<file path="src/rtl/analog_trigger_normalizer_macros.svh">
// Assertion macros shared by the trigger normalizer RTL.
// Each macro expects signals named clk and rst_n in the scope where it is used.
`ifndef ANALOG_TRIGGER_NORMALIZER_MACROS_SVH
`define ANALOG_TRIGGER_NORMALIZER_MACROS_SVH

// Same-cycle implication, sampled at the rising clock edge.
`define ATN_ASSERT_NOW(lbl, ante, cons) \
    lbl: assert property (@(posedge clk) disable iff (!rst_n) (ante) |-> (cons)) \
        else $error("assertion failed");

// Next-cycle implication, sampled at the rising clock edge.
`define ATN_ASSERT_NEXT(lbl, ante, cons) \
    lbl: assert property (@(posedge clk) disable iff (!rst_n) (ante) |=> (cons)) \
        else $error("assertion failed");

`endif

</file>
<file path="src/rtl/atn_pkg.sv">
// Shared types and constants for the analog trigger normalizer.
// No dependencies; compiled before the interfaces and modules.
package atn_pkg;

    localparam int LEVEL_BITS     = 16;
    localparam int CAL_HIGH_RESET = 4095;

    typedef enum logic [1:0] {
        ST_OK        = 2'd0,
        ST_NO_SOURCE = 2'd1,
        ST_NO_ADC    = 2'd2,
        ST_BAD_CAL   = 2'd3
    } status_t;

    typedef enum logic [1:0] {
        REG_CAL_LOW     = 2'd0,
        REG_CAL_HIGH    = 2'd1,
        REG_DEAD_BAND   = 2'd2,
        REG_INVERT_AXIS = 2'd3
    } reg_idx_t;

    // Control that travels alongside the data in each pipeline stage.
    typedef struct packed {
        logic    valid;
        status_t status;
    } pipe_ctl_t;

endpackage

</file>
<file path="src/rtl/atn_in_if.sv">
// Sample channel interface: valid/ready handshake with the raw ADC payload.
// Depends on nothing; the sample width follows SAMPLE_BITS.
interface atn_in_if #(
    parameter int SAMPLE_BITS = 12
);
    logic                   valid;
    logic                   ready;
    logic [SAMPLE_BITS-1:0] sample_value;
    logic                   source_present;
    logic                   converter_ready;

    modport source (
        output valid, sample_value, source_present, converter_ready,
        input  ready
    );

    modport sink (
        input  valid, sample_value, source_present, converter_ready,
        output ready
    );
endinterface

</file>
<file path="src/rtl/atn_out_if.sv">
// Result channel interface: valid/ready handshake with level and status.
// Depends on atn_pkg for the level width and status type.
interface atn_out_if;
    logic                              valid;
    logic                              ready;
    logic [atn_pkg::LEVEL_BITS-1:0]    level;
    atn_pkg::status_t                  status;

    modport source (
        output valid, level, status,
        input  ready
    );

    modport sink (
        input  valid, level, status,
        output ready
    );
endinterface

</file>
<file path="src/rtl/atn_div.sv">
// Pipelined restoring divider: one quotient bit per register stage.
// Depends on atn_pkg; the caller guarantees the quotient fits in LEVEL_BITS.
module atn_div #(
    parameter int SAMPLE_BITS = 12
) (
    input  logic                                         clk,
    input  logic                                         rst_n,
    input  logic                                         adv,
    input  atn_pkg::pipe_ctl_t                           in_ctl,
    input  logic [SAMPLE_BITS+atn_pkg::LEVEL_BITS-1:0]   num,
    input  logic [SAMPLE_BITS-1:0]                       divisor,
    output atn_pkg::pipe_ctl_t                           out_ctl,
    output logic [atn_pkg::LEVEL_BITS-1:0]               quotient
);
    import atn_pkg::*;

    localparam int SB    = SAMPLE_BITS;
    localparam int STEPS = LEVEL_BITS;

    pipe_ctl_t             ctl_reg [STEPS];
    logic [SB-1:0]         rem_reg [STEPS];
    logic [LEVEL_BITS-1:0] low_reg [STEPS];
    logic [LEVEL_BITS-1:0] quo_reg [STEPS];

    for (genvar i = 0; i < STEPS; i++) begin : g_step
        pipe_ctl_t             ctl_prev;
        logic [SB-1:0]         rem_prev;
        logic [LEVEL_BITS-1:0] low_prev;
        logic [LEVEL_BITS-1:0] quo_prev;
        logic [SB:0]           trial;
        logic [SB:0]           diff;
        logic                  fits;

        if (i == 0) begin : g_first
            // The upper bits of the dividend are already below the divisor.
            assign ctl_prev = in_ctl;
            assign rem_prev = num[SB+LEVEL_BITS-1:LEVEL_BITS];
            assign low_prev = num[LEVEL_BITS-1:0];
            assign quo_prev = '0;
        end
        else begin : g_next
            assign ctl_prev = ctl_reg[i-1];
            assign rem_prev = rem_reg[i-1];
            assign low_prev = low_reg[i-1];
            assign quo_prev = quo_reg[i-1];
        end

        assign trial = {rem_prev, low_prev[LEVEL_BITS-1]};
        assign diff  = trial - {1'b0, divisor};
        assign fits  = (trial >= {1'b0, divisor});

        always_ff @(posedge clk or negedge rst_n)
        begin
            if (!rst_n)
            begin
                ctl_reg[i] <= '{valid: 1'b0, status: ST_OK};
            end
            else if (adv)
            begin
                ctl_reg[i] <= ctl_prev;
            end
        end

        always_ff @(posedge clk)
        begin
            if (adv)
            begin
                rem_reg[i] <= fits ? diff[SB-1:0] : trial[SB-1:0];
                low_reg[i] <= {low_prev[LEVEL_BITS-2:0], 1'b0};
                quo_reg[i] <= {quo_prev[LEVEL_BITS-2:0], fits};
            end
        end
    end

    assign out_ctl  = ctl_reg[STEPS-1];
    assign quotient = quo_reg[STEPS-1];

endmodule

</file>
<file path="src/rtl/analog_trigger_normalizer.sv">
// Each sample passes 3 front stages, 16 divider stages and an output register before its
// result is valid. Throughput: one sample per cycle while the output is not stalled.
// A stalled output freezes the whole pipeline; nothing is dropped or repeated.
// Reset clears all valid bits and loads the default calibration (full range,
// no dead band, no inversion). Depends on atn_pkg, atn_in_if, atn_out_if, atn_div and the macros header.
module analog_trigger_normalizer #(
    parameter int SAMPLE_BITS = 12
) (
    input  logic                   clk,
    input  logic                   rst_n,
    input  logic                   cfg_we,
    input  logic [1:0]             cfg_idx,
    input  logic [SAMPLE_BITS-1:0] cfg_data,
    atn_in_if.sink                 in_ch,
    atn_out_if.source              out_ch
);
    import atn_pkg::*;

    `include "analog_trigger_normalizer_macros.svh"

    localparam int SB = SAMPLE_BITS;
    localparam int NW = SB + LEVEL_BITS;

    // Calibration registers.
    logic [SB-1:0] cal_low_reg;
    logic [SB-1:0] cal_high_reg;
    logic [SB-1:0] dead_band_reg;
    logic          invert_axis_reg;

    always_ff @(posedge clk or negedge rst_n)
    begin
        if (!rst_n)
        begin
            cal_low_reg     <= '0;
            cal_high_reg    <= SB'(CAL_HIGH_RESET);
            dead_band_reg   <= '0;
            invert_axis_reg <= 1'b0;
        end
        else if (cfg_we)
        begin
            case (reg_idx_t'(cfg_idx))
                REG_CAL_LOW:     cal_low_reg     <= cfg_data;
                REG_CAL_HIGH:    cal_high_reg    <= cfg_data;
                REG_DEAD_BAND:   dead_band_reg   <= cfg_data;
                REG_INVERT_AXIS: invert_axis_reg <= cfg_data[0];
                default:         ;
            endcase
        end
    end

    // Derived from the calibration; the user must change it only while the pipe is empty (unenforced).
    logic [SB-1:0] span;
    logic [SB-1:0] active;
    logic          cal_bad;

    assign span    = cal_high_reg - cal_low_reg;
    assign active  = span - dead_band_reg;
    assign cal_bad = (cal_low_reg >= cal_high_reg) || (dead_band_reg >= span);

    // Every stage moves together; the output register decides.
    logic          out_valid_reg;
    logic          adv;

    assign adv         = !out_valid_reg || out_ch.ready;
    assign in_ch.ready = adv;

    // Stage 1: status and clamp.
    pipe_ctl_t     s1_ctl_reg;
    logic [SB-1:0] s1_clamp_reg;
    pipe_ctl_t     s1_ctl_next;
    logic [SB-1:0] s1_clamp_next;

    always_comb
    begin
        s1_ctl_next.valid = in_ch.valid;
        if (!in_ch.source_present)
        begin
            s1_ctl_next.status = ST_NO_SOURCE;
        end
        else if (!in_ch.converter_ready)
        begin
            s1_ctl_next.status = ST_NO_ADC;
        end
        else if (cal_bad)
        begin
            s1_ctl_next.status = ST_BAD_CAL;
        end
        else
        begin
            s1_ctl_next.status = ST_OK;
        end

        if (in_ch.sample_value < cal_low_reg)
        begin
            s1_clamp_next = cal_low_reg;
        end
        else if (in_ch.sample_value > cal_high_reg)
        begin
            s1_clamp_next = cal_high_reg;
        end
        else
        begin
            s1_clamp_next = in_ch.sample_value;
        end
    end

    // Stage 2: position past the dead band.
    pipe_ctl_t     s2_ctl_reg;
    logic [SB-1:0] s2_gap_reg;
    logic [SB-1:0] pos;
    logic [SB-1:0] s2_gap_next;

    always_comb
    begin
        pos = invert_axis_reg ? (cal_high_reg - s1_clamp_reg) : (s1_clamp_reg - cal_low_reg);
        // Inside the dead band the gap is zero, and the rounded quotient then is zero too.
        s2_gap_next = (pos > dead_band_reg) ? (pos - dead_band_reg) : '0;
    end

    // Stage 3: dividend gap * 65535 + active / 2.
    pipe_ctl_t     s3_ctl_reg;
    logic [NW-1:0] s3_num_reg;
    logic [NW-1:0] s3_num_next;

    assign s3_num_next = {s2_gap_reg, {LEVEL_BITS{1'b0}}} - NW'(s2_gap_reg)
                         + NW'(active >> 1);

    always_ff @(posedge clk or negedge rst_n)
    begin
        if (!rst_n)
        begin
            s1_ctl_reg <= '{valid: 1'b0, status: ST_OK};
            s2_ctl_reg <= '{valid: 1'b0, status: ST_OK};
            s3_ctl_reg <= '{valid: 1'b0, status: ST_OK};
        end
        else if (adv)
        begin
            s1_ctl_reg <= s1_ctl_next;
            s2_ctl_reg <= s1_ctl_reg;
            s3_ctl_reg <= s2_ctl_reg;
        end
    end

    always_ff @(posedge clk)
    begin
        if (adv)
        begin
            s1_clamp_reg <= s1_clamp_next;
            s2_gap_reg   <= s2_gap_next;
            s3_num_reg   <= s3_num_next;
        end
    end

    // Stages 4 to 19: one quotient bit per stage.
    pipe_ctl_t             div_ctl;
    logic [LEVEL_BITS-1:0] div_quo;

    atn_div #(
        .SAMPLE_BITS (SAMPLE_BITS)
    ) u_div (
        .clk      (clk),
        .rst_n    (rst_n),
        .adv      (adv),
        .in_ctl   (s3_ctl_reg),
        .num      (s3_num_reg),
        .divisor  (active),
        .out_ctl  (div_ctl),
        .quotient (div_quo)
    );

    // Output register.
    logic [LEVEL_BITS-1:0] out_level_reg;
    status_t               out_status_reg;

    always_ff @(posedge clk or negedge rst_n)
    begin
        if (!rst_n)
        begin
            out_valid_reg <= 1'b0;
        end
        else if (adv)
        begin
            out_valid_reg <= div_ctl.valid;
        end
    end

    always_ff @(posedge clk)
    begin
        if (adv)
        begin
            out_level_reg  <= (div_ctl.status == ST_OK) ? div_quo : '0;
            out_status_reg <= div_ctl.status;
        end
    end

    assign out_ch.valid  = out_valid_reg;
    assign out_ch.level  = out_level_reg;
    assign out_ch.status = out_status_reg;

    // Any error status must come with a zero level.
    `ATN_ASSERT_NOW(a_err_zero_level, out_valid_reg && (out_status_reg != ST_OK), out_level_reg == '0)
    // An item reaching the position stage as good must see a valid calibration.
    `ATN_ASSERT_NOW(a_ok_needs_cal, s1_ctl_reg.valid && (s1_ctl_reg.status == ST_OK), !cal_bad)
    // A sample transfer always lands in the first stage.
    `ATN_ASSERT_NEXT(a_accept_loads, in_ch.valid && in_ch.ready, s1_ctl_reg.valid)

endmodule

</file>
<file path="src/flat_wrapper.sv">
// flat-port wrapper written by rule: the top's interface ports become plain ports
module analog_trigger_normalizer_flat import atn_pkg::*;
#(
    parameter int SAMPLE_BITS = 12
)
  (clk, rst_n, cfg_we, cfg_idx, cfg_data, in_ch_valid, in_ch_sample_value, in_ch_source_present, in_ch_converter_ready, in_ch_ready, out_ch_valid, out_ch_level, out_ch_status, out_ch_ready);
  atn_in_if #(.SAMPLE_BITS(SAMPLE_BITS)) in_ch_i ();
  atn_out_if out_ch_i ();
  input  logic clk;
  input  logic rst_n;
  input  logic cfg_we;
  input  logic [1:0] cfg_idx;
  input  logic [SAMPLE_BITS-1:0] cfg_data;
  input wire logic [$bits(in_ch_i.valid)-1:0] in_ch_valid;
  input wire logic [$bits(in_ch_i.sample_value)-1:0] in_ch_sample_value;
  input wire logic [$bits(in_ch_i.source_present)-1:0] in_ch_source_present;
  input wire logic [$bits(in_ch_i.converter_ready)-1:0] in_ch_converter_ready;
  output wire logic [$bits(in_ch_i.ready)-1:0] in_ch_ready;
  output wire logic [$bits(out_ch_i.valid)-1:0] out_ch_valid;
  output wire logic [$bits(out_ch_i.level)-1:0] out_ch_level;
  output wire logic [$bits(out_ch_i.status)-1:0] out_ch_status;
  input wire logic [$bits(out_ch_i.ready)-1:0] out_ch_ready;
  assign in_ch_i.valid = in_ch_valid;
  assign in_ch_i.sample_value = in_ch_sample_value;
  assign in_ch_i.source_present = in_ch_source_present;
  assign in_ch_i.converter_ready = in_ch_converter_ready;
  assign in_ch_ready = in_ch_i.ready;
  assign out_ch_valid = out_ch_i.valid;
  assign out_ch_level = out_ch_i.level;
  assign out_ch_status = out_ch_i.status;
  assign out_ch_i.ready = out_ch_ready;
  analog_trigger_normalizer #(.SAMPLE_BITS(SAMPLE_BITS)) u_core (.clk(clk), .rst_n(rst_n), .cfg_we(cfg_we), .cfg_idx(cfg_idx), .cfg_data(cfg_data), .in_ch(in_ch_i), .out_ch(out_ch_i));
endmodule
</file>
<file path="config.mk">
export PLATFORM = sky130hd
export DESIGN_NAME = analog_trigger_normalizer_flat
export DESIGN_NICKNAME = d
export VERILOG_FILES = /design/src/rtl/atn_pkg.sv /design/src/rtl/atn_in_if.sv /design/src/rtl/atn_out_if.sv /design/src/rtl/atn_div.sv /design/src/rtl/analog_trigger_normalizer.sv /design/src/flat_wrapper.sv
export VERILOG_INCLUDE_DIRS = /design/src /design/src/rtl
export SDC_FILE = /design/constraint.sdc
export NUM_CORES = 1
export LEC_CHECK = 0
export ABC_CLOCK_PERIOD_IN_PS = 20400
export BUFFER_PORTS_ARGS = -buffer_cell sky130_fd_sc_hd__buf_2
export CORE_MARGIN = 1.5
export CORE_UTILIZATION = 33
export DETAILED_ROUTE_END_ITERATION = 12
export PLACE_DENSITY = 0.5
export SLEW_MARGIN = 20
export SYNTH_ARGS = -nofsm -noshare
export SYNTH_HDL_FRONTEND = slang
export SYNTH_SLANG_ARGS = --single-unit
</file>
<file path="constraint.sdc">
create_clock -name clk -period 20.4 [get_ports clk]
set_input_delay 3.06 -clock clk [delete_from_list [all_inputs] [get_ports clk]]
set_output_delay 3.06 -clock clk [all_outputs]
set_load 0.01 [all_outputs]
</file>
==> flow_summary.ini <==
[worst_setup_path]
path_delay_family = buffers and inverters
reg2reg_depth = 22
path_class = in2out
cp-start-kind = input port
critical_path_arrival_ns = 4.31
critical_path_required_ns = 17.34
path_buf_inv = 4
crit_path_frequent_cell = buf_2
endpoint_kind = output pin
critPathMaxStageDelay_ns = 0.51
crit_fanout = 58
slowest_stage = buf_4
crit_chain = buf_2 -> nor2b_4 -> buf_4 -> inv_8 -> buf_2
path_depth = 5

[finish]
fillerInstances = 9585
area.growth.synth_to_final_pct = 12.8
final_cells = 4332
final_net_count = 3242
postLayoutCoreUtil = 0.376
drive_gt1_frac = 0.126
largest_register_ffs = 180
diodes = 0

[timing]
setup_viol = 0
fin_crit_sh = 0.361
rsz0062_at_grt = false
maxSlewHeadroom = 0.286
worst_pin_slew_ns = 1.07
setup_tns_ns = 0
fmax_ghz = 0.136
drv_slew = 0
period_needed_ns = 7.37
finalHoldViolCount = 0
fin_skew_ns = 0.0333

[route]
first_pass_iters = 5
vias = 21600
via_per_inst = 4.99
drt-initial-drc-count = 1282
drc = 0
wl_per_cell_um = 17.6
postRouteAntennaNets = 0
drt_wl_total_um = 76300

[global_routing]
grt_overflow = 0
grt_max_degree = 165
antenna_found_initial = 1
grt.total_usage = 0.148
first_global_vias = 22200
grt_pass1_wl_um = 120000

[clock_tree]
htreeDepth = 3
postCtsSetupBuffers = 0
cts_max_path_buffers = 3
cts_tree = built
ctsResizeCount = 0
cts.sinks = 601
cts_hold_buf = 0
ctsRootBufferMaster = clkbuf_16
cts_buffers = 72
worstSkewPairLatency_ns = 0.63
clkTransAtPathRegs_ns = 0.05

[place]
placed_cells = 4204
place_congestion = 0.843
io_buffers = 52
place_hpwl_um = 52600

[die]
die_y_um = 321
row_count = 116
initial_utilization = 0.333
core_area_mm2 = 0.100
die_area_mm2 = 0.103
io_pins = 53
dieWidth_um = 321

[yosys]
yosys.area_share.adder = 0.118
ys_warn_count = 0
netlist_area_mm2 = 0.0334
yosysUniqueCellTypes = 84
synth.yosys.seq_area_share = 0.526
synth_edf_count = 506
synth_xor_area_frac = 0.0511
synth_compound_area_frac = 0.110
synth_top_family_by_area = adder cells
syn_inst = 2824
synth_mux_area_frac = 0.0586
async_reset_ff_frac = 0.158
synth_top_flop_cell = edfxtp_1
yosys.area_share.simple = 0.104
synth-seq-cells = 601
avgSynthCellArea_um2 = 11.8
synth_fp_nets = 3145

[flow_run]
drv_cap = 0

[hold_path]
min_path_cells = 0
min_path_type = reg2reg

[outcome]
outcome = finished, final reports clean
## layout make-up
class | count | area [um2] | share of cell area
flip-flops and latches | 601 | 17600 | 0.467
clock buffers | 86 | 1860 | 0.0495
clock inverters | 42 | 490 | 0.0130
repair buffers | 81 | 493 | 0.0131
well taps | 1357 | 1700 | 0.0450
multi-input cells | 1957 | 14800 | 0.392
inverters | 208 | 788 | 0.0209
## cell usage in the layout (no fill, tap or decap), types with 15 or more instances in the layout
master,n
inv_1,199
nor4_1,18
o21bai_1,36
dfrtp_1,83
nand2b_1,25
and2_1,20
a31oi_1,15
edfxtp_1,506
nor2b_1,32
or3_1,33
o21ai_0,132
xor2_1,63
o211ai_1,17
mux2i_1,42
a21oi_1,139
nand4_1,30
xnor2_1,123
nor3_1,51
nand2_1,322
mux2_2,109
a21o_1,46
fa_1,20
nand3_1,22
buf_2,51
clkbuf_16,72
o21a_1,33
a211o_1,20
buf_4,29
nor2_1,116
maj3_1,15
ha_1,267
## worst paths after layout
kind,start,endpoint,slack [ns]
setup reg to reg,u_core.cal_high_reg[0]$_DFFE_PN1P_,u_core.u_div.rem_reg[1][63]$_DFFE_PP_,13.64
max in group asynchronous,rst_n,u_core.cal_low_reg[0]$_DFFE_PN0P_,16.89
hold / removal,u_core.u_div.low_reg[0][67]$_DFFE_PP_,u_core.u_div.low_reg[0][83]$_DFFE_PP_,0.40
hold reg to reg,u_core.u_div.low_reg[0][67]$_DFFE_PP_,u_core.u_div.low_reg[0][83]$_DFFE_PP_,0.40
setup / recovery,out_ch_ready,in_ch_ready,13.03
min in group asynchronous,rst_n,u_core.u_div.ctl_reg[11]$_DFFE_PN0P_,2.44
## through the flow
stage	hold WS, ns	instance area (um2)	setup slack, ns
3_3_place_gp	0.401	35300	13.02
4_1_cts	0.402	37700	13.01
5_1_grt	0.408	37700	12.91
2_1_floorplan	0.400	33400	0.223
6_report	0.405	37700	13.03
3_5_place_dp	0.405	35300	13.01
## cells in the mapped netlist, types with 17 or more instances
cell	n	area, um2
nand4_1	30	188
inv_1	201	754
mux2_2	109	1230
o211ai_1	17	128
o21ai_0	132	661
or3_1	33	206
nand2b_1	25	156
nor2b_1	33	206
o21a_1	33	248
fa_1	21	420
a21oi_1	139	696
a211o_1	20	175
xor2_1	64	561
nor3_1	51	255
ha_1	267	3340
nor4_1	18	113
dfrtp_1	83	2080
clkbuf_1	25	93.8
xnor2_1	123	1080
nor2_1	117	439
o21bai_1	36	270
nand2_1	322	1210
nand3_1	22	110
a21o_1	46	345
mux2i_1	42	420
edfxtp_1	506	15200
and2_1	20	125
## worst register-to-register path, stage by stage (launching register included)
cell and delay [ns]:
dfstp_2 0.37, inv_1 0.11, ha_1 0.20, inv_1 0.06, fa_1 0.40, a21o_1 0.18
a21oi_1 0.23, o21bai_1 0.09, a21oi_1 0.22, xnor2_1 0.18, ha_1 0.33, a21o_1 0.20
or3_1 0.33, o211a_1 0.24, or2_2 0.57, nor2_4 0.19, buf_4 0.32, inv_2 0.10
buf_4 0.30, maj3_1 0.43, o21ai_0 0.19, nor2b_1 0.85, mux2_2 0.43
## logic make-up after synthesis
logic type / count (synthesis)
buffers and inverters: 266
xor gates and xnor gates: 190
DFF: 601
muxes: 174
AOI/OAI and AO/OA: 555
and+or+nand+nor: 732
adders and majority gates: 306
## per-layer routing
layer	vias to the layer above	part of all wire	track usage	routed length [um]
li1	10600	-	-	-
met1	10500	0.44	0.184	33700
met2	414	0.48	0.253	36500
met3	151	0.040	0.0252	3030
met4	0	0.040	0.0638	3060
met5	-	0	0	0
Power is left out: the tool's default activity adds up to more than one toggle a clock period on the data nets, which glitch-free logic cannot reach.
